$ cat config.mk
export PLATFORM = sky130hd
export DESIGN_NAME = shh_ctrl
export DESIGN_NICKNAME = d
export VERILOG_FILES = /design/src/design/shh_pkg.sv /design/src/design/shh_ctrl.sv
export SDC_FILE = /design/constraint.sdc
export NUM_CORES = 1
export LEC_CHECK = 0
export BUFFER_PORTS_ARGS = -buffer_cell sky130_fd_sc_hd__buf_2
export CORE_AREA = 2 2 39 41
export DETAILED_ROUTE_END_ITERATION = 10
export DIE_AREA = 0 0 41 43
export SLEW_MARGIN = 5
export SYNTH_ARGS = -nofsm -noshare
export SYNTH_HDL_FRONTEND = slang
export SYNTH_SLANG_ARGS = --single-unit
$ cat constraint.sdc
create_clock -name i_clk -period 1.65 [get_ports i_clk]
set_input_delay 0.33 -clock i_clk [delete_from_list [all_inputs] [get_ports i_clk]]
set_output_delay 0.33 -clock i_clk [all_outputs]
set_load 0.1 [all_outputs]
$ cat src/design/shh_pkg.sv
// Shared types and constants of the strip hit histogrammer.
package shh_pkg;

    localparam int PEAK_BIN_WIDTH  = 10;
    // floor(p / 10) == (p * PEAK_RECIP) >> PEAK_SHIFT for every p below 2^15
    localparam int PEAK_RECIP      = 52429;
    localparam int PEAK_SHIFT      = 19;

    typedef enum logic [1:0] {
        OP_HIT  = 2'd0,
        OP_EOE  = 2'd1,
        OP_READ = 2'd2,
        OP_RSVD = 2'd3
    } t_op;

    typedef enum logic [1:0] {
        KIND_PEAK = 2'd0,
        KIND_OCC  = 2'd1,
        KIND_X    = 2'd2,
        KIND_Y    = 2'd3
    } t_kind;

    typedef enum logic [3:0] {
        S_CLEAR,
        S_IDLE,
        S_DECODE,
        S_HIT_PEAK,
        S_HIT_BIN,
        S_HIT_RD,
        S_HIT_WR,
        S_EOE_RD,
        S_EOE_WR,
        S_RD_RD,
        S_RD_WAIT,
        S_RESULT
    } t_state;

    typedef struct packed {
        logic clr_wr;
        logic capture;
        logic hit_peak;
        logic hit_bin;
        logic hit_rd;
        logic hit_wr;
        logic eoe_start;
        logic eoe_rd;
        logic eoe_wr;
        logic rd_rd;
        logic load_out;
    } t_cmd;

    typedef struct packed {
        logic clr_done;
        t_op  op;
        logic req_bad;
        logic eoe_last;
        logic out_free;
    } t_status;

endpackage

$ cat src/design/shh_ctrl.sv
// Sequencer of the strip hit histogrammer.
module shh_ctrl import shh_pkg::*; (
    input  logic    i_clk,
    input  logic    i_rst_n,
    input  logic    i_in_valid,
    output logic    o_in_stall,
    input  t_status i_status,
    output t_cmd    o_cmd
);

    t_state r_state, n_state;

    always_ff @(posedge i_clk) begin
        if (!i_rst_n) begin
            r_state <= S_CLEAR;
        end else begin
            r_state <= n_state;
        end
    end

    always_comb begin
        n_state    = r_state;
        o_cmd      = '0;
        o_in_stall = 1'b1;
        case (r_state)
            S_CLEAR: begin
                o_cmd.clr_wr = 1'b1;
                if (i_status.clr_done) begin
                    n_state = S_IDLE;
                end
            end
            S_IDLE: begin
                o_in_stall = 1'b0;
                if (i_in_valid) begin
                    o_cmd.capture = 1'b1;
                    n_state       = S_DECODE;
                end
            end
            S_DECODE: begin
                if (i_status.req_bad) begin
                    n_state = S_RESULT;
                end else begin
                    case (i_status.op)
                        OP_HIT:  n_state = S_HIT_PEAK;
                        OP_EOE: begin
                            o_cmd.eoe_start = 1'b1;
                            n_state         = S_EOE_RD;
                        end
                        OP_READ: n_state = S_RD_RD;
                        default: n_state = S_RESULT;
                    endcase
                end
            end
            S_HIT_PEAK: begin
                o_cmd.hit_peak = 1'b1;
                n_state        = S_HIT_BIN;
            end
            S_HIT_BIN: begin
                o_cmd.hit_bin = 1'b1;
                n_state       = S_HIT_RD;
            end
            S_HIT_RD: begin
                o_cmd.hit_rd = 1'b1;
                n_state      = S_HIT_WR;
            end
            S_HIT_WR: begin
                o_cmd.hit_wr = 1'b1;
                n_state      = S_IDLE;
            end
            S_EOE_RD: begin
                o_cmd.eoe_rd = 1'b1;
                n_state      = S_EOE_WR;
            end
            S_EOE_WR: begin
                o_cmd.eoe_wr = 1'b1;
                n_state      = i_status.eoe_last ? S_IDLE : S_EOE_RD;
            end
            S_RD_RD: begin
                o_cmd.rd_rd = 1'b1;
                n_state     = S_RD_WAIT;
            end
            S_RD_WAIT: begin
                n_state = S_RESULT;
            end
            S_RESULT: begin
                if (i_status.out_free) begin
                    o_cmd.load_out = 1'b1;
                    n_state        = S_IDLE;
                end
            end
            default: begin
                n_state = S_IDLE;
            end
        endcase
    end

endmodule

==> metrics <==
Critical Path AT 1290 ps; top-count cell post-synth nor3_1; max-slew violations 0; Die Wd 41 um; Clock Latency Late Sink about 240 ps; CP endpoint kind output port; FFs w/ async S/R, synth 0%; Multi-input gate area between 400 and 500 um2; Synth top area share around a fifth; global route total overflow 0; number of port buffers 20; initial DRC count 14; Syn Area/Cell 6.968 um2; Die ar. 1763 um2; Max clock buf depth 2; CTS Sinks 4; Syn Inst Count 58; first-pass GRT wire length approximately 2600 um; Residual DRC 0; post-route setup slack 27.50 ps; Worst slew margin about 73%; Seq. cell area 95.09 um2; Root Driver clkbuf_4; Routed WL approximately 1600 um; Post-DRT Antenna Nets 0; All-Layer GR Usage approximately a quarter; HP Class in2reg; core area around 1400 um2; Crit Path Class reg2out; RePlAce Congestion 0.8911; largest register by flop count r_state; Top Registers r_state (4); routed vias/inst approximately 5.5; RSZ-0062 raised after global routing yes; Tmin final roughly 1600 ps; PwrDens about 1800 nW/um2; cell area after synthesis approximately 400 um2; sequential area share after synthesis approximately a fifth; hpwl dp roughly 1100 um; flop and latch count out of synthesis 4; largest cells by area after synthesis dfxtp_1, nor3_1, nor2_1; number of synthesis warnings 0; crit path launch type flop; cell taking the most area after synthesis dfxtp_1; Post-Syn Nets 67; share of layout cells above drive strength 1 about 67%; H-tree levels 1; Fill cells 109; Synth top cells by count nor3_1, nor2_1; Worst VDD drop between 0.001 and 0.0015 V; starting density of the core around 29%; Req. time, crit path 1320 ps; largest fanout on the critical path 7; count of final hold-check violations 0; Max Cap Viol 0; Final Skew ~1.4 ps; number of diodes 0; antenna violations before repair 0; Layout Nets roughly 100; unique cell type count in the Yosys netlist 28; iteration count of the initial detailed-routing pass 4; f_max 616.3 MHz; EDFF count, synth 0; routed vias a little under 600; largest net degree at the start of global routing 8; period utilization a little over nine tenths; Worst Tran Pin Value between 300 and 400 ps; row cnt 14; Final setup viols 0; Core Util, Final ~74%; CTS tree yes; DIE HEIGHT 43 um; area grow syn2layout 154.5%; CTS Buf Count 3; max reg flops 4; top_reg_cell synth dfxtp_1; outcome finished clean; Worst-path clk slew roughly 40 ps; wire length per cell 14.79 um; cts hold-fix bufs 0; vias in the first global route around 590; # IOs 21; pre-CTS WS ~110 ps; P_leak approximately 0.40 nW
## routing by layer
layer  vias to the layer above  part of all wire, %  GRT usage (%)
met3                         6                  5.9          7.853
met1                       278                   41          26.06
met2                        24                   49          35.00
li1                        279                    -              -
met4                         0                  4.4          16.00
met5                         -                    0              0
## path summary, 6_finish.rpt
| kind | from | end | slack, ps | cells after the start |
|---|---|---|---|---|
| max | r_state[3] | o_cmd[10] | 30 | 3 |
| min reg2reg | r_state[2] | r_state[0] | 620 | 2 |
| min | i_rst_n | r_state[0] | 360 | 3 |
| max reg2reg | r_state[3] | r_state[2] | 270 | 4 |
## metrics by stage
step / setup TNS [ps] / hold WS [ps] / std cells / power, W / instance area [um2]
CTS: -4.882 / 368.8 / 104 / 0.001756 / 983.4
floorplan: -1648 / 458.4 / 58 / 0.001195 / 610.6
detailed placement: 0 / 608.4 / 95 / 0.001496 / 887.1
global route: -58.50 / 383.9 / 106 / 0.001912 / 1028
global placement: 0 / 609.4 / 95 / 0.001489 / 887.1
finish: 0 / 361.7 / 106 / 0.001825 / 1028
## where the power goes
| group | internal, W | leakage (nW) | switching, W |
|---|---|---|---|
| combinational | 0.000606 | 0.351 | 0.000866 |
| clock | 0.0000815 | 0.0138 | 0.0000423 |
| sequential | 0.000147 | 0.0356 | 0.0000820 |
## what timing repair did
item	in CTS	in global routing
setup endpoints to repair	10	8
pin swaps	3	4
gates cloned	0	0
resized for setup	5	8
buffers inserted	6	2
## cells in the final DEF, fill, tap and decap left out, types with 2 or more instances in the layout
master	synthesis	layout
buf_12	0	13
nand2b_4	1	3
mux2i_1	2	2
buf_2	4	8
a21oi_1	3	3
buf_4	0	7
dfxtp_4	0	4
or3_1	2	2
nor3_1	7	3
clkbuf_4	0	3
nor4_4	0	2
nor3_4	0	4
buf_6	0	4
nand2_1	4	2
nor2_4	0	5
inv_1	4	3
## cells by family (layout without fill, tap and decap cells)
logic type / count (synthesis) / in the layout / share of synthesized area [%]
AOI/OAI and AO/OA: 12 / 12 / 21.05
xor gates and xnor gates: 1 / 1 / 2.168
buffers and inverters: 8 / 40 / 8.668
DFF: 4 / 4 / 19.82
muxes: 2 / 2 / 4.954
and+or+nand+nor: 31 / 31 / 43.34
## critical path, stage by stage, from the launching register on
cell and delay (ps):
dfxtp_4 380, buf_6 150, nor4_4 310, buf_12 210
## area by class of cell
class,instances,share of cell area [%]
Timing Repair Buffer,33,40.15
Inverter,4,1.825
Tap cell,16,1.946
Clock buffer,3,2.190
Sequential cell,4,9.246
Multi-Input combinational cell,46,44.65
Power figures use the tool's default switching activity.
